### config.mk
export PLATFORM = sky130hd
export DESIGN_NAME = upso_mem
export DESIGN_NICKNAME = d
export VERILOG_FILES = /design/src/design/upso_pkg.sv /design/src/design/upso_mem.sv
export SDC_FILE = /design/constraint.sdc
export NUM_CORES = 2
export LEC_CHECK = 0
export BUFFER_PORTS_ARGS = -buffer_cell sky130_fd_sc_hd__buf_2
export CAP_MARGIN = 10
export CORE_UTILIZATION = 42
export CTS_CLUSTER_DIAMETER = 100
export DETAILED_ROUTE_END_ITERATION = 10
export GPL_TIMING_DRIVEN = 0
export PLACE_DENSITY = 0.55
export SETUP_SLACK_MARGIN = 0.4
export SLEW_MARGIN = 5
export SYNTH_ARGS = -nofsm -noshare
export SYNTH_HDL_FRONTEND = slang
export SYNTH_SLANG_ARGS = --single-unit
### constraint.sdc
create_clock -name clk -period 22.4 [get_ports clk]
set_input_delay 3.36 -clock clk [delete_from_list [all_inputs] [get_ports clk]]
set_output_delay 3.36 -clock clk [all_outputs]
set_load 0.02 [all_outputs]
### src/design/upso_pkg.sv
`timescale 1ns / 1ps
// Shared types and constants for the unordered pair set operation core.
// No dependencies.
package upso_pkg;

  localparam int DEFAULT_CAPACITY = 32;
  localparam int MAX_RESULTS      = 32;
  localparam int RES_W            = $clog2(MAX_RESULTS + 1);

  localparam logic OP_INTERSECT = 1'b0;
  localparam logic OP_DIFF      = 1'b1;

  // register index, taken from paddr[2]
  localparam logic REG_OPERATION = 1'b0;

  typedef struct packed {
    logic [63:0] lo;
    logic [63:0] hi;
  } pair_t;

  typedef struct packed {
    logic lt;
    logic gt;
  } cmp_res_t;

endpackage

### src/design/upso_mem.sv
`timescale 1ns / 1ps
// Pair store: one write port, one registered read port.
// Depends on upso_pkg for pair_t.
module upso_mem #(
  parameter int DEPTH = 32,
  parameter int AW    = 5
) (
  input  logic             clk,
  input  logic             we,
  input  logic [AW-1:0]    waddr,
  input  upso_pkg::pair_t  wdata,
  input  logic [AW-1:0]    raddr,
  output upso_pkg::pair_t  rdata
);
  import upso_pkg::*;

  pair_t mem [DEPTH];

  always_ff @(posedge clk) begin
    if (we) begin
      mem[waddr] <= wdata;
    end
    rdata <= mem[raddr];
  end

endmodule

Word-level counts from Yosys, hierarchy flattened
Memory sizes are Yosys's and may differ from the RTL's. A register that Yosys moved wholly into a read port is not among the register bits.
Cells that the tools add are included.
{"block": "classes", "muxes": 2}
{"operator": "$mux 1", "count": 2}
{"block": "totals", "input_bits": 140, "elab_cells": 3, "output_inout_bits": 128, "regBits": 0, "mem_count": 1, "ram_bits": 4096}
{"name": "mem", "words": 32, "width": 128, "rd": 1, "rd_ports_with_merged_regs": 1, "wr": 1, "line_no": "upso_mem.sv:17", "source": "pair_t mem [DEPTH];"}

Depth between registers and ports, before layout
{"block": "logic_depth", "ltp_word": 2, "mapped_depth": 9, "ltp_nobuf": 4}

Worst setup path before layout
OpenSTA, ideal clock, no wires.
{"block": "synth_timing", "kind": "input -> register", "from": "in waddr[1]", "to": "mem mem[12][0] in the netlist's numbering, enable pin", "required_time_ps": 21783, "cell_stages": 3, "t_arrival_ps": 9341, "setup_time_ps": 617, "slack_ps": 12442, "cell_sequence": "or3b_2 clkbuf_1 nor2_1"}
{"element": "start: declaration", "line_no": "upso_mem.sv:10", "source": "input logic [AW-1:0] waddr,"}
{"element": "end: declaration", "line_no": "upso_mem.sv:17"}
No word-level cell before the write port.

==> impl_metrics.env <==
export IMPL_seq_area_frac_synth_pct=80.9
export IMPL_synth_area_per_cell_um2=24.1
export IMPL_power_density_nw_per_um2=92.3
export IMPL_post_cts_buffers=0
export IMPL_h_tree_depth=5
export IMPL_synth_area_leaders="edfxtp_1 (79%), mux4_2 (14%), o22ai_1 (1.8%)"
export IMPL_avgViaCountPerCell=5.89
export IMPL_status="finished, final reports clean"
export IMPL_drc=0
export IMPL_gr_total_overflow=0
export IMPL_final_setup_viol_count=0
export IMPL_setup_worst_path_end_class="flip-flop"
export IMPL_grt_pass1_vias=75278
export IMPL_fmax_ghz=0.163
export IMPL_layout_commonest_cell="edfxtp_1"
export IMPL_hold_worst_slack_ns=0.715
export IMPL_totalNegativeSetupSlack_ns=0
export IMPL_synth_area_um2=155000
export IMPL_rsz0062_at_grt="no"
export IMPL_synth_seq_cells=4224
export IMPL_yosysTopAreaCell="edfxtp_1"
export IMPL_crit_required_ns=23.16
export IMPL_cp_arrival_ns=6.90
export IMPL_core_area_um2=367000
export IMPL_yosys_warnings=0
export IMPL_drt_iter0_drc=8532
export IMPL_p_leak_nw=57.1
export IMPL_area_growth_pct=17.2
export IMPL_ctsRootBufferMaster="clkbuf_16"
export IMPL_path_clk_slew_ns=0.06
export IMPL_mostFrequentLayoutCells="edfxtp_1 (4096), mux4_2 (956), clkbuf_16 (447)"
export IMPL_cts_tree="done"
export IMPL_wl_um=430000
export IMPL_fin_crit_ns=6.14
export IMPL_wl_per_cell_um=34.1
export IMPL_startpoint="raddr[3]"
export IMPL_drt_pass1_iterations=5
export IMPL_die_h_um=610
export IMPL_crit_fanout=10
export IMPL_grt_pass1_wl_um=594000
export IMPL_syn_inst=6440
export IMPL_drive_gt1_share_pct=30.4
export IMPL_skew_ns=0.0332
export IMPL_num_vias=74210
export IMPL_initial_core_util_pct=42.3
export IMPL_critPathKind="in2reg"
export IMPL_rows=222
export IMPL_critPathLaunchType="input port"
export IMPL_maxSlewViolCount=0
export IMPL_total_power_w=0.0168
export IMPL_yosys_cell_types_count=28
export IMPL_cts_hold_fix_buffers=0
export IMPL_dp_hpwl_um=279000
export IMPL_gp_congestion=0.727
export IMPL_syn_nets=6580
export IMPL_die_area_um2=372000
export IMPL_fin_nets=7526
export IMPL_dieWidth_um=610
export IMPL_antenna_found_initial=56
export IMPL_placed_cells=11764
export IMPL_yosysTopAreaCellShare_pct=79.2
export IMPL_grtUsageTotal_pct=22.9
export IMPL_num_fill_cells=29096
export IMPL_io_pins=268
export IMPL_min_path_type="reg2reg"
export IMPL_numCtsBuffers=435
export IMPL_cts_sinks=4224
export IMPL_final_cells=12606
export IMPL_hold_viol=0
export IMPL_slew_limit_headroom_pct=10.5
export IMPL_min_from="mem[30][56]$_DFFE_PP_"
export IMPL_grt_max_degree=33
export IMPL_ctsResizeCount=0
export IMPL_worstMarginPinSlew_ns=1.34
export IMPL_r2r_start="mem[19][68]$_DFFE_PP_"
export IMPL_clock_latency_ns=0.98
export IMPL_placed_area_um2=168000
export IMPL_postRouteAntennaNets=0
export IMPL_cts_max_path_buffers=4
export IMPL_portBuffers=264
export IMPL_design_area_um2=182000
export IMPL_post_route_period_util_pct=27.4
export IMPL_drv_cap=0
export IMPL_ir_worst_vdd_v=0.0000687
==> final timing paths <==
path / to / slack, ns / depth (start not counted)
setup reg to reg: rdata[68]$_DFF_P_ / 20.54 / 3
hold reg to reg: rdata[56]$_DFF_P_ / 0.71 / 3
setup / recovery: rdata[49]$_DFF_P_ / 16.26 / 7
hold / removal: rdata[56]$_DFF_P_ / 0.71 / 3
==> cells in the mapped netlist <==
cell,count
nand3_1,37
nand2b_1,1
nor2_1,35
nor3b_1,1
nand2_1,4
clkbuf_4,9
or2_1,1
buf_2,94
nand3b_1,6
edfxtp_1,4096
buf_6,30
or3_1,2
and3b_1,1
a22oi_1,102
nand4_1,17
mux4_2,956
and2_1,1
or3b_2,4
buf_1,44
nor2b_1,3
nor2_2,1
clkbuf_1,108
buf_4,67
and3_1,1
mux2i_1,136
nor4_1,111
dfxtp_1,128
o22ai_1,444
==> registers in the layout, summed over array words and instances (netlist names) <==
register,cells
mem,4096
rdata,128
==> stage by stage <==
stage | util, % | worst slack, ns
2_1_floorplan | - | 12.44
3_3_place_gp | 44.3 | 3.42
3_5_place_dp | 45.8 | 15.14
4_1_cts | 49.6 | 16.19
5_1_grt | 49.6 | 16.21
6_report | 49.6 | 16.26
==> metal layers <==
layer	vias up	share of wire, %	GRT usage (%)
li1	30061	-	-
met1	40637	40	31.0
met2	2910	50	38.6
met3	588	7.0	3.73
met4	14	2.7	6.17
met5	-	0.020	0
==> final cells by class <==
cell class              instances  area [µm²]  share of cell area [%]
flip-flops and latches       4224      126000                    69.0
multi-input cells            1864       28000                    15.4
clock buffers                 575       11900                    6.55
repair buffers                509        6280                    3.45
well taps                    4816        6030                    3.31
clock inverters               240        2120                    1.16
plain buffers                 352        1970                    1.08
diodes                         26        65.1                  0.0358
==> critical path, stage by stage <==
cell      delay [ns]
buf_2           0.16
buf_2           0.22
nand3_1         0.26
buf_2           0.57
clkbuf_1        0.96
o22ai_1         0.40
nor4_1          0.92
==> kinds of logic after synthesis <==
kind of cell    after synthesis  share of synthesized area, %
flops                      4224                          80.9
simple gates                226                         0.832
buf+inv                     352                          1.26
compound gates              546                          2.28
mux                        1092                          14.7
==> power by group <==
part | switching (W) | internal (W) | total [W]
Combinational | 0.000540 | 0.000291 | 0.000830
Clock | 0.00302 | 0.00411 | 0.00713
Sequential | 0.0000347 | 0.00879 | 0.00882
(Power assumes the default switching activity.)
