--- config.mk ---
export PLATFORM = sky130hd
export DESIGN_NAME = upso_cmp
export DESIGN_NICKNAME = d
export VERILOG_FILES = /design/src/design/upso_pkg.sv /design/src/design/upso_cmp.sv
export SDC_FILE = /design/constraint.sdc
export NUM_CORES = 1
export LEC_CHECK = 0
export BUFFER_PORTS_ARGS = -buffer_cell sky130_fd_sc_hd__buf_2
export CORE_ASPECT_RATIO = 1.75
export CORE_MARGIN = 8
export CORE_UTILIZATION = 35
export DETAILED_ROUTE_END_ITERATION = 6
export PLACE_DENSITY = 0.73
export SYNTH_ARGS = -nofsm -noshare
export SYNTH_HDL_FRONTEND = slang
export SYNTH_SLANG_ARGS = --single-unit
--- constraint.sdc ---
create_clock -name vclk -period 2.5
set_input_delay 0.125 -clock vclk [all_inputs]
set_output_delay 0.125 -clock vclk [all_outputs]
set_load 0.05 [all_outputs]
--- src/design/upso_pkg.sv ---
`timescale 1ns / 1ps
// Shared types and constants for the unordered pair set operation core.
// No dependencies.
package upso_pkg;

  localparam int DEFAULT_CAPACITY = 32;
  localparam int MAX_RESULTS      = 32;
  localparam int RES_W            = $clog2(MAX_RESULTS + 1);

  localparam logic OP_INTERSECT = 1'b0;
  localparam logic OP_DIFF      = 1'b1;

  // register index, taken from paddr[2]
  localparam logic REG_OPERATION = 1'b0;

  typedef struct packed {
    logic [63:0] lo;
    logic [63:0] hi;
  } pair_t;

  typedef struct packed {
    logic lt;
    logic gt;
  } cmp_res_t;

endpackage

--- src/design/upso_cmp.sv ---
`timescale 1ns / 1ps
// Shared lexicographic pair comparator (low value first, then high value).
// Depends on upso_pkg.
module upso_cmp (
  input  upso_pkg::pair_t    x,
  input  upso_pkg::pair_t    y,
  output upso_pkg::cmp_res_t res
);
  import upso_pkg::*;

  always_comb begin
    res.lt = (x.lo < y.lo) || ((x.lo == y.lo) && (x.hi < y.hi));
    res.gt = (x.lo > y.lo) || ((x.lo == y.lo) && (x.hi > y.hi));
  end

endmodule
After elaboration in Yosys (flattened, before gate mapping):

Index checks and enable logic that the tools add are counted.

* input bits: 256
* output and inout port bits: 2
* bits in registers: 0
* word-level logic and storage cells: 9

* magnitude comparators: 4
* equal/unequal tests: 1
* reduce and logical (&&, ||, !) cells: 4

Operators by type and width (count)
* 64-bit greater-than comparator: 2
* 64-bit less-than comparator: 2
* 64-bit equality test: 1
* 1-bit logical AND: 2
* 1-bit logical OR: 2

Logic depth before layout (Yosys ltp):

Gate-level depths: netlist (run 1).

* depth after elaboration: 3
* mapped depth: 9
* gate-level depth less buffers: 9

Worst setup path before layout (run 1):

OpenSTA, ideal clock, no wires.

* path kind: input port to output port
* from: input y[14] (netlist name)
* to: output res[0] (netlist name)
* slack: 0.109 ns
* cell stages on the path: 9
* data arrival time: 2.266 ns
* data required time: 2.375 ns
* path buffers: 0
* cells stage by stage: inv_1 > ha_1 > nand4_1 > or4_1 > a21oi_1 > or4b_1 > a22o_1 > o21ai_0 > a21oi_1

RTL lines
* start, declared: line upso_cmp.sv:6 `input upso_pkg::pair_t y,`
* end, declared: line upso_cmp.sv:7 `output upso_pkg::cmp_res_t res`

==> results.tsv, run 1 <==
stage	metric	value	unit
finish	Final nets	1109	
global_route	initial antenna violation count	0	
timing	TNS Setup	0	ns
yosys	sequential area share after synthesis	0	%
placement	placed inst area	4790	µm²
timing	actual slew at the worst max-slew pin	0.442	ns
finish	Area Overhead vs Synth	48.6	%
routing	DRC violations left	0	
finish	highest-count cells in the layout ignoring fill and taps	256 x buf_2, 129 x inv_1, 125 x ha_1	
die	die area	12800	µm²
flow_run	maxcap violations	0	
timing	Max Fclk	418	MHz
placement	Detailed Place HPWL	11.9	mm
timing	Tmin final	2.39	ns
routing	DR iter-0 viols	76	
finish	layout cells sized above 1	38.9	%
finish	commonest non-fill, non-tap cell in the layout	buf_2	
die	die height	144	µm
global_route	pin count of the biggest net entering global routing	5	
power_and_ir_drop	Pwr Total	737	µW
finish	ANT cells	0	
outcome	status	complete, no violations	
clock_tree	number of setup buffers added after CTS	0	
critical_path	WS Path Type	input port to output port	
min_path	worst min path class	input port to output port	
critical_path	crit-path max FO	3	
timing	Final setup viols	0	
die	num rows	47	
critical_path	CP endpoint kind	output port	
finish	register area	0	µm²
global_route	total global-route track usage	18.3	%
die	Core ar.	9290	µm²
placement	gpl congestion	0.896	
finish	fin area	4870	µm²
critical_path	CP required	2.38	ns
critical_path	Critical Path Source Type	input port	
die	# IOs	258	
clock_tree	hold buffer count at cts	0	
finish	final core occ	52.5	%
power_and_ir_drop	Pwr per Cell Area	151	nW/µm²
routing	Detailed Route WL	12.6	mm
critical_path	crit path DAT	2.27	ns
finish	fillers	906	
timing	Fin. Hold Viols	0	
placement	worst slack, placed	-0.0480	ns
timing	slew margin rel.	70.5	%
yosys	Syn Area/Cell	7.16	µm²
global_route	vias in the first global route	4770	
yosys	Synthesized Nets	842	
global_route	grt ovf	0	
global_route	first-pass GRT wire length	19.1	mm
finish	clk_buf instances	0	
placement	Port-buffer cells	258	
power_and_ir_drop	LEAKAGE	0.00320	µW
routing	Avg WL per Cell	14.9	µm
routing	vias per inst	4.96	
yosys	cells after synthesis	458	
timing	Slew Limit Fails	0	
power_and_ir_drop	Max VDD drop	0.0830	mV
finish	Seq cells	0	
yosys	mapped cell area	3280	µm²
routing	ANT nets after route	0	
die	Die Wd	89.2	µm
timing	Period Utilization, post-route	95.7	%
routing	Vias	4193	
yosys	Synth warnings	0	
die	initial core utilization	35.3	%
timing	RSZ-0062 raised after global routing	true	
routing	Detailed Routing Iterations Pass 1	5	
timing	Worst Slack Setup Final	0.107	ns
yosys	count of cell types in the netlist	32	
## final timing paths
path	startpoint	to	depth (start not counted)
max	y[11]	res[1]	11
min	x[127]	res[1]	6
## critical path, cell delays in order
cell and delay, ns:
buf_2 0.07, inv_1 0.03, ha_1 0.32, nand4_1 0.16
or4_1 0.16, a21oi_1 0.04, or4b_1 0.48, a22o_1 0.20
or4_1 0.42, nand2_1 0.10, buf_6 0.16
## metrics by stage
step / std cells / hold WS, ns
finish: 845 / 0.849
global route: 845 / 0.899
CTS: 845 / 0.869
detailed placement: 845 / 0.888
global placement: 845 / 0.885
floorplan: 458 / 0.783
## area by class of cell
cell class | instances | area, µm² | share of cell area [%]
well taps | 122 | 153 | 3.13
inverters | 129 | 484 | 9.93
multi-input cells | 329 | 2870 | 58.9
repair buffers | 265 | 1370 | 28.0
## power by group
part | total [µW] | switching (µW) | leakage, µW | internal, µW
clock | 0 | 0 | 0 | 0
combinational | 737 | 354 | 0.00320 | 383
sequential | 0 | 0 | 0 | 0
## Yosys cell counts (all sizes together)
cell type | n | area share [%]
inv | 129 | 15
ha | 128 | 49
a21oi | 48 | 7.6
nand4 | 28 | 5.3
nand2 | 26 | 3.0
a21o | 23 | 5.3
o21ai | 14 | 2.3
nor2 | 11 | 1.3
nand3 | 9 | 1.4
a221oi | 6 | 2.0
o211ai | 6 | 1.4
a211oi | 4 | 0.92
nor3 | 4 | 0.61
nor4 | 4 | 1.1
nor2b | 3 | 0.57
or4 | 3 | 0.69
and4 | 2 | 0.53
a2111o | 1 | 0.34
a22o | 1 | 0.27
nand2b | 1 | 0.19
nor4b | 1 | 0.27
o211a | 1 | 0.31
o21a | 1 | 0.23
o22ai | 1 | 0.19
o31a | 1 | 0.27
or3 | 1 | 0.19
or4b | 1 | 0.31
## per-layer routing
layer	track usage, %	routed length, µm	vias to the layer above
met2	38.1	7050	196
li1	-	-	2137
met4	6.70	459	0
met1	15.6	4100	1824
met3	3.76	984	36
met5	0	0	-
## kinds of logic after synthesis
kind of cell	share of synthesized area [%]
buffers and inverters	14.8
adders and majority gates	48.8
AOI/OAI and AO/OA	20.9
and+or+nand+nor	15.5
## what timing repair did
action	in CTS	in global routing
setup endpoints to repair	2	2
pin swaps	0	8
cloned	0	0
gates resized for setup	2	11
(Power assumes the default switching activity.)
==> inputs of run 2 (changes only) <==
- CORE_AREA: unset -> 2 2 100 102
- CORE_ASPECT_RATIO: 1.75 -> unset
- CORE_MARGIN: 8 -> unset
- CORE_UTILIZATION: 35 -> unset
- DIE_AREA: unset -> 0 0 102 104
- PLACE_DENSITY: 0.73 -> 0.72
- clock period: 2.5 -> 2.55 ns (I/O delays scaled with it)
==> run 2 against run 1 <==
Global-route usage grew 0.58 points; critical path type unchanged; critical endpoint unchanged; count of clock-buffer cells in the layout unchanged; non-clock buffer count stayed put; core utilization decreased by 1.3 points; first-iteration DRC count is 20% lower; worst hold slack worse by 0.018 ns; critical path depth fell by 1; sequential share of layout area unchanged; sequential cell count unchanged; largest cell class unchanged; die area decreased by 17%.
==> results.tsv, run 2 (synthesis gave the netlist of run 1 again) <==
stage	metric	value	unit	change
outcome	status	complete, no violations		unchanged
timing	TNS Setup	0	ns	unchanged
power_and_ir_drop	LEAKAGE	0.00319	µW	was 0.00320 µW
routing	vias per inst	4.79		was 4.96
critical_path	CP endpoint kind	output port		unchanged
flow_run	maxcap violations	0		unchanged
power_and_ir_drop	sequential share of power	0	%	about the same
routing	Avg WL per Cell	12.4	µm	was 14.9 µm
critical_path	crit-path max FO	3		unchanged
finish	Final nets	1109		unchanged
finish	highest-count cells in the layout ignoring fill and taps	256 x buf_2, 129 x inv_1, 124 x ha_1		was 256 x buf_2, 129 x inv_1, 125 x ha_1
timing	actual slew at the worst max-slew pin	0.386	ns	was 0.442 ns
die	Die Wd	102	µm	was 89.2 µm
routing	DR iter-0 viols	61		was 76
power_and_ir_drop	NetSw	338	µW	was 354 µW
power_and_ir_drop	Pwr Total	709	µW	was 737 µW
routing	DRC violations left	0		unchanged
power_and_ir_drop	Gate power share	100.0	%	about the same
timing	Worst Hold Margin	0.832	ns	was 0.849 ns
critical_path	CP required	2.42	ns	was 2.38 ns
finish	register area	0	µm²	unchanged
finish	Cell Count, Final, Fillers Out	857		was 845
die	Core ar.	9550	µm²	was 9290 µm²
finish	Area Overhead vs Synth	49.1	%	was 48.6%
finish	clk_buf instances	0		unchanged
timing	Worst Slack Setup Final	0.152	ns	was 0.107 ns
routing	Vias	4105		was 4193
placement	worst slack, placed	-0.0321	ns	was -0.0480 ns
power_and_ir_drop	internal power	372	µW	was 383 µW
placement	DP Cell Count	856		was 845
critical_path	crit path DAT	2.27	ns	about the same
placement	gpl congestion	0.923		was 0.896
timing	Max Fclk	417	MHz	
global_route	grt ovf	0		unchanged
finish	Seq cells	0		unchanged
die	num rows	36		was 47
die	# IOs	258		unchanged
critical_path	WS Path Type	input port to output port		unchanged
finish	commonest non-fill, non-tap cell in the layout	buf_2		unchanged
die	die height	104	µm	was 144 µm
placement	Port-buffer cells	258		unchanged
die	die area	10600	µm²	was 12800 µm²
min_path	worst min path class	input port to output port		unchanged
finish	layout cells sized above 1	39.1	%	was 38.9%
min_path	hold path cells	6		unchanged
timing	Period Utilization, post-route	94.0	%	
power_and_ir_drop	clock network power share	0	%	about the same
global_route	pin count of the biggest net entering global routing	5		unchanged
timing	Tmin final	2.40	ns	
critical_path	CP startpoint	y[22]		was y[11]
power_and_ir_drop	Pwr per Cell Area	145	nW/µm²	was 151 nW/µm²
clock_tree	hold buffer count at cts	0		unchanged
global_route	first-pass GRT wire length	16.9	mm	was 19.1 mm
routing	ANT nets after route	0		unchanged
global_route	total global-route track usage	18.8	%	was 18.3%
timing	Slew Limit Fails	0		unchanged
power_and_ir_drop	switching share of power	47.6	%	was 48.0%
critical_path	Critical Path Source Type	input port		unchanged
routing	Detailed Route WL	10.7	mm	was 12.6 mm
placement	Detailed Place HPWL	10.1	mm	was 11.9 mm
min_path	Hold Crit Start	x[127]		unchanged
timing	slew margin rel.	74.0	%	was 70.5%
global_route	vias in the first global route	4224		was 4770
power_and_ir_drop	Max VDD drop	0.0632	mV	was 0.0830 mV
die	initial core utilization	34.3	%	was 35.3%
timing	Fin. Hold Viols	0		unchanged
routing	Detailed Routing Iterations Pass 1	4		was 5
global_route	initial antenna violation count	1		was 0
timing	Final setup viols	0		unchanged
## run 2: cell count changes in the layout (fill, tap and decap cells not counted), sizes merged
cell and delta:
diode +1
## run 2: layout make-up
| cell class | instances | area, µm² |
|---|---|---|
| Antenna cell | 1 | 2.50 |
| Timing Repair Buffer | 265 | 1350 |
| Multi-Input combinational cell | 329 | 2880 |
| Tap cell | 133 | 166 |
| Fill cell | 953 | 4660 |
| Inverter | 129 | 484 |
## run 2: through the flow
step,instance area (µm²),util (%)
floorplan,3280,-
global placement,4790,50.2
detailed placement,4790,50.2
CTS,4790,50.2
global route,4890,51.2
finish,4890,51.2
## run 2: layer usage
layer	GRT usage [%]	up-vias	wire, µm
li1	-	2142	-
met1	18.7	1779	4000
met2	39.9	164	5660
met3	2.02	20	753
met4	3.62	0	243
met5	0	-	0
## run 2: path summary, 6_finish.rpt
check	end
min	res[1]
max	res[1]
## run 2: what timing repair did
item,in CTS,in global routing
endpoints found under the setup margin,1,2
pin swaps,0,7
buffers inserted,0,0
gates resized for setup,1,15
endpoints found under the hold margin,0,0
gates cloned,0,0
## run 2: critical path, stage by stage
cell and delay, ns:
buf_2 0.08, inv_1 0.03, ha_1 0.31, and4_4 0.20
a221oi_2 0.28, o22ai_2 0.12, or3_4 0.40, or4_1 0.46
nand2_1 0.09, buf_6 0.16
## run 2: power groups by stage
stage | combinational [µW] | sequential [µW] | clock (µW)
floorplan | 380 | 0 | 0
global placement | 659 | 0 | 0
detailed placement | 689 | 0 | 0
CTS | 695 | 0 | 0
global route | 822 | 0 | 0.0000524
finish | 709 | 0 | 0.0000524
